**src/gbcd_pkg.sv**
```systemverilog
`timescale 1ns / 1ps
// gbcd_pkg: shared types and constants for the gyro bias calibration block
// no dependencies

package gbcd_pkg;

    localparam int DATA_W    = 16;
    localparam int SUM_W     = 23;
    localparam int AXES      = 3;
    localparam int CAL_LEN   = 128;
    localparam int CNT_W     = $clog2(CAL_LEN);
    localparam int CAL_SHIFT = 7;

    typedef logic signed [DATA_W-1:0] sample_t;

    typedef struct packed {
        logic take;
        logic clear;
        logic cal;
        logic finish;
    } lane_ctl_t;

    typedef struct packed {
        sample_t x;
        sample_t y;
        sample_t z;
    } result_t;

endpackage

```
**src/gbcd_lane.sv**
```systemverilog
`timescale 1ns / 1ps
// gbcd_lane: per-axis sum, running max threshold, offset and deadband output
// depends on gbcd_pkg

module gbcd_lane
    import gbcd_pkg::*;
#(
    parameter int SHIFT = CAL_SHIFT
) (
    input  logic      clk,
    input  logic      rst_n,
    input  lane_ctl_t ctl,
    input  sample_t   raw,
    output sample_t   result
);

    localparam logic signed [SUM_W-1:0] OFF_MAX = SUM_W'((2 ** (DATA_W - 1)) - 1);
    localparam logic signed [SUM_W-1:0] OFF_MIN = -SUM_W'(2 ** (DATA_W - 1));

    logic signed [SUM_W-1:0] sum_reg, sum_next, sum_base, shifted;
    sample_t                 thr_reg, thr_next, thr_base;
    sample_t                 off_reg, off_next, off_calc;
    sample_t                 diff;
    logic [DATA_W:0]         diff_mag;

    always_comb
    begin
        sum_base = ctl.clear ? '0 : sum_reg;
        thr_base = ctl.clear ? '0 : thr_reg;
        shifted  = (sum_base + SUM_W'(raw)) >>> SHIFT;
        if (shifted > OFF_MAX)
        begin
            off_calc = sample_t'(OFF_MAX);
        end
        else if (shifted < OFF_MIN)
        begin
            off_calc = sample_t'(OFF_MIN);
        end
        else
        begin
            off_calc = shifted[DATA_W-1:0];
        end
        sum_next = sum_reg;
        thr_next = thr_reg;
        off_next = off_reg;
        if (ctl.take && ctl.cal)
        begin
            sum_next = sum_base + SUM_W'(raw);
            thr_next = (raw > thr_base) ? raw : thr_base;
            if (ctl.finish)
            begin
                off_next = off_calc;
            end
        end
    end

    // deadband on the offset-corrected sample
    always_comb
    begin
        diff     = raw - off_reg;
        diff_mag = diff[DATA_W-1] ? (DATA_W+1)'(-{diff[DATA_W-1], diff})
                                  : {1'b0, diff};
        result   = (diff_mag < {1'b0, thr_reg}) ? '0 : diff;
    end

    always_ff @(posedge clk or negedge rst_n)
    begin
        if (!rst_n)
        begin
            sum_reg <= '0;
            thr_reg <= '0;
            off_reg <= '0;
        end
        else
        begin
            sum_reg <= sum_next;
            thr_reg <= thr_next;
            off_reg <= off_next;
        end
    end

endmodule

```
**config.mk**
```make
export PLATFORM = sky130hd
export DESIGN_NAME = gbcd_lane
export DESIGN_NICKNAME = d
export VERILOG_FILES = /design/src/gbcd_pkg.sv /design/src/gbcd_lane.sv
export SDC_FILE = /design/constraint.sdc
export NUM_CORES = 1
export LEC_CHECK = 0
export BUFFER_PORTS_ARGS = -buffer_cell sky130_fd_sc_hd__buf_2
export CORE_MARGIN = 5
export CORE_UTILIZATION = 35
export DETAILED_ROUTE_END_ITERATION = 10
export GPL_ROUTABILITY_DRIVEN = 0
export SLEW_MARGIN = 15
export SYNTH_ARGS = -nofsm -noshare
export SYNTH_HDL_FRONTEND = slang
export SYNTH_SLANG_ARGS = --single-unit
```
**constraint.sdc**
```tcl
create_clock -name clk -period 8.2 [get_ports clk]
set_clock_uncertainty 0.1 [all_clocks]
set_input_delay 1.64 -clock clk [delete_from_list [all_inputs] [get_ports clk]]
set_output_delay 1.64 -clock clk [all_outputs]
set_load 0.02 [all_outputs]
```
==> metrics.txt, run 1 <==
pre-CTS WS 0.302 ns; CORE AREA 15,200 um^2; setup TNS 0 ns; vias per cell 5.16; cell breakdown of the critical path buf_2 -> ha_1 -> and2_4 -> a31o_1 -> o311a_1 -> o41ai_2 -> mux2i_1 -> nor2_2 -> mux2_2 -> ha_1 -> a21boi_0 -> o21a_1 -> o21ai_0 -> a21oi_1 -> o211ai_1 -> a21oi_1 -> and3b_2 -> nor2_1 -> buf_2; Die X 135 um; clk_lat worst skew 0.30 ns; P_sw 961 uW; top cell type's share of synthesized area 0.253; min Tclk post-route 7.77 ns; transition time of the tightest slew-check pin 1.11 ns; final hold viol count 0; Setup WS post-layout 0.430 ns; final net count 795; largest net degree at the start of global routing 56; # setup viols final 0; H-tree depth 2; dominant synthesized flop cell dfrtp_1; Min Hold Slack 0.374 ns; standard-cell rows 45; slew margin rel. 0.261; clock power share 0.107; Mapped Area 5440 um^2; Seq. cell area 1380 um^2; leakage 0.00293 uW; slowest stage cell on the critical path nor2_2; Combinational Power Share 0.691; TritonCTS clock tree built; Layout area overhead 9.38%; multi-input combinational cell area 3750 um^2; Worst EP arrival 6.03 ns; maximum VDD drop 0.182 mV; count of pins over their slew limit 0; routed len/inst 14.8 um; max incr delay on CP 0.48 ns; IO Port Bufs 37; worst endpoint required time 6.46 ns; max-cap check violation count 0; GRT Total Usage 0.148; worst hold path type flip-flop to flip-flop; global-route wire length before repair 21,900 um; num ports 38; Critical Path Source Type input pin; Mean Syn Cell Area 8.11 um^2; register area share after synthesis 0.253; antenna violations before repair 0; gr ovfl total 0; Power, Total 1990 uW; Tcrit/Tclk final 0.948; maximum fanout along the worst path 16; Synth area leader dfrtp_1; vias in the first global route 4,372; Yosys reg bits 55; Post-Syn Instances 671; DR DRC count 0; CTS clk-pin slew, worst paths 0.07 ns; Reg power frac 0.202; CTS root buffer clkbuf_16; yosys synthesis warning count 0; post-cts repair resize count 0; ys async rst share 1.00; Post-CTS Repair Setup Buffers 0; Longest Clk Path Bufs 2; CP Class input pin to primary output; DRT antenna net count 0; most frequent cells in the layout nand2_1, ha_1, inv_1; CTS buffer count 5; pwr/cell area 334 nW/um^2; DRT Pass-1 Iters 4; Sw Ratio 0.483; die area 18,100 um^2; layout cell share with drive strength beyond 1 0.0939; vias post-DR 4,596; Pint 1030 uW; starting density of the core 0.358; top cells by area, synth dfrtp_1, ha_1, nand2_1, o21ai_0, inv_1; DP HPWL 10,400 um; EDFF count, synth 0; Cell variety after synth 62; Die Y 135 um; upper clock frequency limit 129 MHz; endpoint type of the worst setup path primary output; max reg flops 23; outcome finished clean; Routed Wire Length 13,200 um; cts hold-fix bufs 0; DR iter-0 viols 218; ant diodes 0; Synthesized Nets 764; CTS sink cnt 55; Fillers 1,576; RSZ-0062 raised after global routing false
## power by group through the flow
stage / logic, uW / registers, uW / clock network (uW)
floorplan: 1070 / 389 / 0
global placement: 1370 / 405 / 0
detailed placement: 1370 / 407 / 0
CTS: 1380 / 402 / 219
global route: 1560 / 413 / 226
finish: 1380 / 401 / 213
## cell families after synthesis
family,after synthesis,synth area share
compound gates,166,0.194
flops,55,0.253
mux,21,0.0393
buf+inv,79,0.0586
fa+ha+maj,71,0.166
xor+xnor,40,0.0658
simple gates,239,0.223
## critical path: cells and delay by family
family	cells	cell delay (ns)
adders and majority gates	2	0.64
muxes	2	0.61
buffers and inverters	2	0.32
AOI/OAI and AO/OA	9	1.65
and+or+nand+nor	4	1.16
## synth_stat cells (all sizes together), types with 16 or more instances
master   n
a21o    19
a21oi   37
dfrtp   55
ha      69
inv     61
mux2i   18
nand2   69
nand2b  18
nand3   17
nor2    54
nor2b   34
o21ai   52
xnor2   24
xor2    16
## layout make-up
| cell class | instances | share of cell area |
|---|---|---|
| Multi-Input combinational cell | 537 | 0.630 |
| Sequential cell | 55 | 0.231 |
| Tap cell | 188 | 0.0395 |
| Inverter | 61 | 0.0385 |
| Timing Repair Buffer | 42 | 0.0374 |
| Clock buffer | 6 | 0.0217 |
| Clock inverter | 2 | 0.00210 |
## metrics by stage
step / cell area (um^2) / std cells / utilization
4_1_cts: 5950 / 891 / 0.391
3_5_place_dp: 5810 / 883 / 0.382
3_3_place_gp: 5810 / 883 / 0.382
5_1_grt: 5950 / 891 / 0.391
6_report: 5950 / 891 / 0.391
2_1_floorplan: 5440 / 671 / -
## worst paths after layout
check,from,to,slack (ns),cells past startpoint
max in group asynchronous,rst_n,sum_reg[13],6.14,2
setup reg to reg,thr_reg[1],thr_reg[5],4.86,10
hold / removal,sum_reg[5],sum_reg[5],0.37,2
setup / recovery,raw[4],result[13],0.43,19
hold reg to reg,sum_reg[5],sum_reg[5],0.37,2
min in group asynchronous,rst_n,sum_reg[22],1.39,2
## routing by layer
metal,track usage,part of all wire,vias to the layer above
met5,0,0,-
met4,0.0288,0.0088,0
met3,0.0156,0.028,6
met2,0.247,0.46,42
met1,0.208,0.50,2140
li1,-,-,2408
Note: power is estimated with default switching activity, not from simulation.
==> inputs of run 2 (changes only) <==
--- a/config.mk
+++ b/config.mk
@@ -10,6 +10,7 @@
 export CORE_UTILIZATION = 35
 export DETAILED_ROUTE_END_ITERATION = 10
 export GPL_ROUTABILITY_DRIVEN = 0
+export GPL_TIMING_DRIVEN = 0
 export SLEW_MARGIN = 15
 export SYNTH_ARGS = -nofsm -noshare
 export SYNTH_HDL_FRONTEND = slang
==> run 2 against run 1 <==
Against the previous run: flip-flop and latch count did not move; wire length rose by 6.3%; utilization rose by 0.63 points; sequential share of layout area fell by 0.37 points; design area rose by 1.6%; critical path type unchanged; hold slack got worse by 0.00099 ns.
==> metrics.txt, run 2 (synthesis gave the netlist of run 1 again) <==
vias post-DR 4,705 (was 4,596); DRT antenna net count 0 (unchanged); H-tree depth 2 (unchanged); CTS buffer count 5 (unchanged); CP Class input pin to primary output (unchanged); DRT Pass-1 Iters 5 (was 4); maximum VDD drop 0.163 mV (was 0.182 mV); IO Port Bufs 37 (unchanged); largest net degree at the start of global routing 56 (unchanged); CTS root buffer clkbuf_16 (unchanged); RSZ-0062 raised after global routing false (unchanged); worst hold path type flip-flop to flip-flop (unchanged); worst endpoint required time 6.46 ns (about the same); # setup viols final 0 (unchanged); gr ovfl total 0 (unchanged); most common cell after layout, fill and taps aside ha_1; num ports 38 (unchanged); hold path depth 1 (was 2); maximum fanout along the worst path 10 (was 16); outcome finished clean (unchanged); Setup WS post-layout 0.364 ns (was 0.430 ns); min Tclk post-route 7.84 ns (was 7.77 ns); DP HPWL 11,400 um (was 10,400 um); max-cap check violation count 0 (unchanged); cts hold-fix bufs 0 (unchanged); endpoint type of the worst setup path primary output (unchanged); CTS sink cnt 55 (unchanged); pwr/cell area 337 nW/um^2 (was 334 nW/um^2); final hold viol count 0 (unchanged); standard-cell rows 45 (unchanged); max reg flops 23 (unchanged); Longest Clk Path Bufs 2 (unchanged); layout cell share with drive strength beyond 1 0.0990 (was 0.0939); Die X 135 um (unchanged); R2R depth 11 (was 10); vias per cell 5.20 (was 5.16); Critical Path Source Type input pin (unchanged); antenna violations before repair 0 (unchanged); final net count 809 (was 795); GRT Total Usage 0.155 (was 0.148); Routed Wire Length 14,000 um (was 13,200 um); Power, Total 2040 uW (was 1990 uW); pre-CTS WS -0.201 ns (was 0.302 ns); die area 18,100 um^2 (unchanged); Worst EP arrival 6.10 ns (was 6.03 ns); DR DRC count 0 (unchanged); slew margin rel. 0.454 (was 0.261); most frequent cells in the layout ha_1, nand2_1, inv_1 (was nand2_1, ha_1, inv_1); CTS clk-pin slew, worst paths 0.07 ns (about the same); upper clock frequency limit 128 MHz (was 129 MHz); CORE AREA 15,200 um^2 (unchanged); starting density of the core 0.358 (unchanged); Layout area overhead 11.2% (was 9.38%); Tcrit/Tclk final 0.956 (was 0.948); ant diodes 0 (unchanged); DR iter-0 viols 213 (was 218); routed len/inst 15.5 um (was 14.8 um); leakage 0.00297 uW (was 0.00293 uW); transition time of the tightest slew-check pin 0.811 ns (was 1.11 ns); count of pins over their slew limit 0 (unchanged); global-route wire length before repair 22,800 um (was 21,900 um); TritonCTS clock tree built (unchanged); vias in the first global route 4,476 (was 4,372); Die Y 135 um (unchanged); clk_lat worst skew 0.30 ns (about the same); Min Hold Slack 0.373 ns (was 0.374 ns)
==> run 2: through the flow <==
step	util	instances	instance area (um^2)	setup TNS, ns
CTS	0.396	905	6020	0
detailed placement	0.386	896	5860	-1.92
global placement	0.386	896	5860	-1.61
finish	0.398	905	6050	0
global route	0.398	905	6050	0
floorplan	-	671	5440	0
==> run 2: final cells by class <==
type / instances / area, um^2
buffer: 17 / 90.1
clock buffer: 7 / 133
clock inverter: 1 / 5.00
fill: 1556 / 9160
inverter: 61 / 229
multi-input combinational: 537 / 3780
sequential: 55 / 1380
tap: 188 / 235
timing repair buffer: 39 / 203
==> run 2: worst paths after layout <==
check / slack, ns / from / end
max: 0.36 / raw[4] / result[13]
min: 0.37 / sum_reg[4] / sum_reg[4]
max reg2reg: 5.19 / thr_reg[1] / thr_reg[12]
min reg2reg: 0.37 / sum_reg[4] / sum_reg[4]
max in group asynchronous: 6.19 / rst_n / off_reg[7]
min in group asynchronous: 1.31 / rst_n / sum_reg[19]
==> run 2: timing repair <==
action | in CTS | in global routing
pin swaps | 0 | 2
setup buffers | 1 | 1
endpoints found under the setup margin | 10 | 16
resized for setup | 3 | 6
==> run 2: worst max-delay path, stage by stage <==
cell and delay (ns):
buf_2 0.15, ha_1 0.37, and2_4 0.19, a31o_1 0.22, o311a_1 0.35, o41ai_2 0.34, mux2i_2 0.34, nor2_2 0.12
buf_4 0.23, a31oi_1 0.19, xnor2_1 0.18, ha_1 0.29, a21o_1 0.18, a21oi_1 0.14, nor2b_1 0.05, o21ai_0 0.15
nand2b_1 0.07, a21oi_1 0.17, and3b_2 0.28, clkbuf_4 0.22, nor2_1 0.05, buf_2 0.18
==> run 2: layer usage <==
layer  vias up  wire length [um]  track usage
met5         -                 0            0
met1      2178              6940        0.214
met2        73              6530        0.265
met3        13               370       0.0142
met4         0               191       0.0311
li1       2441                 -            -
==> run 2: power breakdown <==
part / leakage (uW) / internal [uW] / switching, uW
Clock: 0.0000679 / 113 / 97.9
Combinational: 0.00222 / 594 / 829
Sequential: 0.000682 / 352 / 51.5
Total: 0.00297 / 1060 / 979
==> inputs of run 3 (changes only) <==
==> constraint.sdc (replaced) <==
create_clock -name clk -period 9.8 [get_ports clk]
set_clock_uncertainty 0.1 [all_clocks]
set_input_delay 1.96 -clock clk [delete_from_list [all_inputs] [get_ports clk]]
set_output_delay 1.96 -clock clk [all_outputs]
set_load 0.02 [all_outputs]
==> run 3 against run 2 <==
Against the previous run: worst setup slack gained 0.43 ns; sequential power fell by 16%; clock-buffer cell count stayed put; critical path type unchanged; utilization fell by 0.30 points; largest cell class unchanged; register-to-register slack better by 1.6 ns; highest routed layer unchanged; sequential share of layout area rose by 0.18 points; total power is 18% lower; clock power shrank 17%; wire length decreased by 0.27%; critical path depth increased by 1; first-iteration DRC count rose by 16%; via count grew 0.32%.
==> metrics.txt, run 3 (synthesis gave the netlist of run 1 again) <==
outcome finished clean (unchanged); num ports 38 (unchanged); final core area utilization 0.395 (was 0.398); CORE AREA 15,200 um^2 (unchanged); ant diodes 0 (unchanged); Critical Path Source Type input pin (unchanged); maximum VDD drop 0.136 mV (was 0.163 mV); Fillers 1,563 (was 1,556); max incr delay on CP 0.54 ns (was 0.37 ns); GRT Total Usage 0.155 (about the same); standard-cell rows 45 (unchanged); vias in the first global route 4,470 (was 4,476); count of pins over their slew limit 0 (unchanged); RSZ-0062 raised after global routing false (unchanged); largest net degree at the start of global routing 56 (unchanged); DP HPWL 11,400 um (unchanged); die area 18,100 um^2 (unchanged); hold path depth 1 (unchanged); CTS root buffer clkbuf_16 (unchanged); # setup viols final 0 (unchanged); pwr/cell area 280 nW/um^2 (was 337 nW/um^2); CTS clk-pin slew, worst paths 0.07 ns (about the same); DR DRC count 0 (unchanged); vias post-DR 4,720 (was 4,705); leakage 0.00295 uW (was 0.00297 uW); endpoint type of the worst setup path primary output (unchanged); r2r endpoint thr_reg[12] (unchanged); H-tree depth 2 (unchanged); min Tclk post-route 9.01 ns; routed len/inst 15.5 um (about the same); worst endpoint required time 7.74 ns (was 6.46 ns); antenna violations before repair 0 (unchanged); Post-CTS Repair Setup Buffers 0 (was 1); slowest stage cell on the critical path mux2i_1 (was ha_1); Hold Path Sink sum_reg[4] (unchanged); R2R depth 11 (unchanged); transition time of the tightest slew-check pin 0.791 ns (was 0.811 ns); Power, Total 1680 uW (was 2040 uW); max-cap check violation count 0 (unchanged); CP Class input pin to primary output (unchanged); cell area after layout 6000 um^2 (was 6050 um^2); clk_lat worst skew 0.30 ns (about the same); cts hold-fix bufs 0 (unchanged); Routed Wire Length 14,000 um (about the same); Die X 135 um (unchanged); max reg flops 23 (unchanged); CP Buf/Inv Count 5 (was 4); DRT antenna net count 0 (unchanged); Layout area overhead 10.3% (was 11.2%); IO Port Bufs 37 (unchanged); CTS sink cnt 55 (unchanged); placed cell areas 5860 um^2 (unchanged); slew margin rel. 0.468 (was 0.454); final net count 808 (was 809); Longest Clk Path Bufs 2 (unchanged); DRT Pass-1 Iters 5 (unchanged); Worst EP arrival 6.95 ns (was 6.10 ns); Tcrit/Tclk final 0.919; upper clock frequency limit 111 MHz; TritonCTS clock tree built (unchanged); maximum fanout along the worst path 10 (unchanged); layout cell share with drive strength beyond 1 0.0880 (was 0.0990); Worst R2R Start thr_reg[1] (unchanged); hold path start sum_reg[4] (unchanged); Top delay family on crit path compound AO/OA/AOI/OAI gates (unchanged); vias per cell 5.22 (was 5.20); Die Y 135 um (unchanged); global-route wire length before repair 22,800 um (about the same); most frequent cells in the layout nand2_1, ha_1, inv_1 (was ha_1, nand2_1, inv_1); gr ovfl total 0 (unchanged); Reg2Reg Setup Slack 6.78 ns (was 5.19 ns); Min Hold Slack 0.373 ns (about the same); setup TNS 0 ns (unchanged); CTS buffer count 5 (unchanged); post-cts repair resize count 0 (was 3); starting density of the core 0.358 (unchanged); worst hold path type flip-flop to flip-flop (unchanged); final hold viol count 0 (unchanged); DR iter-0 viols 247 (was 213); cell breakdown of the critical path buf_2 -> ha_1 -> and2_4 -> a31o_1 -> o311a_1 -> o41ai_2 -> mux2i_1 -> nor2_2 -> buf_4 -> a31oi_1 -> xnor2_1 -> ha_1 -> a21o_1 -> a21oi_1 -> nor2b_1 -> o21ai_0 -> nand2b_1 -> a21oi_1 -> and3b_1 -> clkbuf_1 -> clkbuf_1 -> nor2_1 -> buf_2 (was buf_2 -> ha_1 -> and2_4 -> a31o_1 -> o311a_1 -> o41ai_2 -> mux2i_2 -> nor2_2 -> buf_4 -> a31oi_1 -> xnor2_1 -> ha_1 -> a21o_1 -> a21oi_1 -> nor2b_1 -> o21ai_0 -> nand2b_1 -> a21oi_1 -> and3b_2 -> clkbuf_4 -> nor2_1 -> buf_2)
[run 3: area by class of cell]
cell class / count / area [um^2] / area share
Tap cell: 188 / 235 / 0.0392
Timing Repair Buffer: 37 / 188 / 0.0313
Buffer: 18 / 90.1 / 0.0150
Clock buffer: 7 / 133 / 0.0221
Sequential cell: 55 / 1380 / 0.229
Multi-Input combinational cell: 537 / 3740 / 0.624
Inverter: 61 / 229 / 0.0382
Clock inverter: 1 / 5.00 / 0.000834
[run 3: report_power, final]
group          switching (uW)  total, uW  leakage [uW]  internal, uW
Sequential               43.1        337      0.000682           294
Clock                    81.3        176     0.0000679          94.8
Combinational             686       1170       0.00220           480
[run 3: worst max-delay path by stage]
stage                       to  cells past startpoint    from
finish              result[13]                     23  raw[4]
global route        result[13]                     25  raw[0]
CTS                 result[13]                     23  raw[4]
detailed placement  result[13]                     23  raw[4]
global placement    result[13]                     23  raw[4]
floorplan           result[10]                     23  raw[0]
[run 3: layer usage]
layer | GRT usage | up-vias | routed length (um)
met1 | 0.213 | 2188 | 6870
li1 | - | 2437 | -
met3 | 0.0149 | 14 | 458
met2 | 0.264 | 81 | 6460
met5 | 0 | - | 0
met4 | 0.0317 | 0 | 203
[run 3: stage by stage]
step / instances / setup slack (ns)
6_report: 904 / 0.793
5_1_grt: 904 / 0.330
4_1_cts: 904 / 0.745
3_5_place_dp: 896 / 0.759
3_3_place_gp: 896 / 0.790
2_1_floorplan: 671 / 1.78
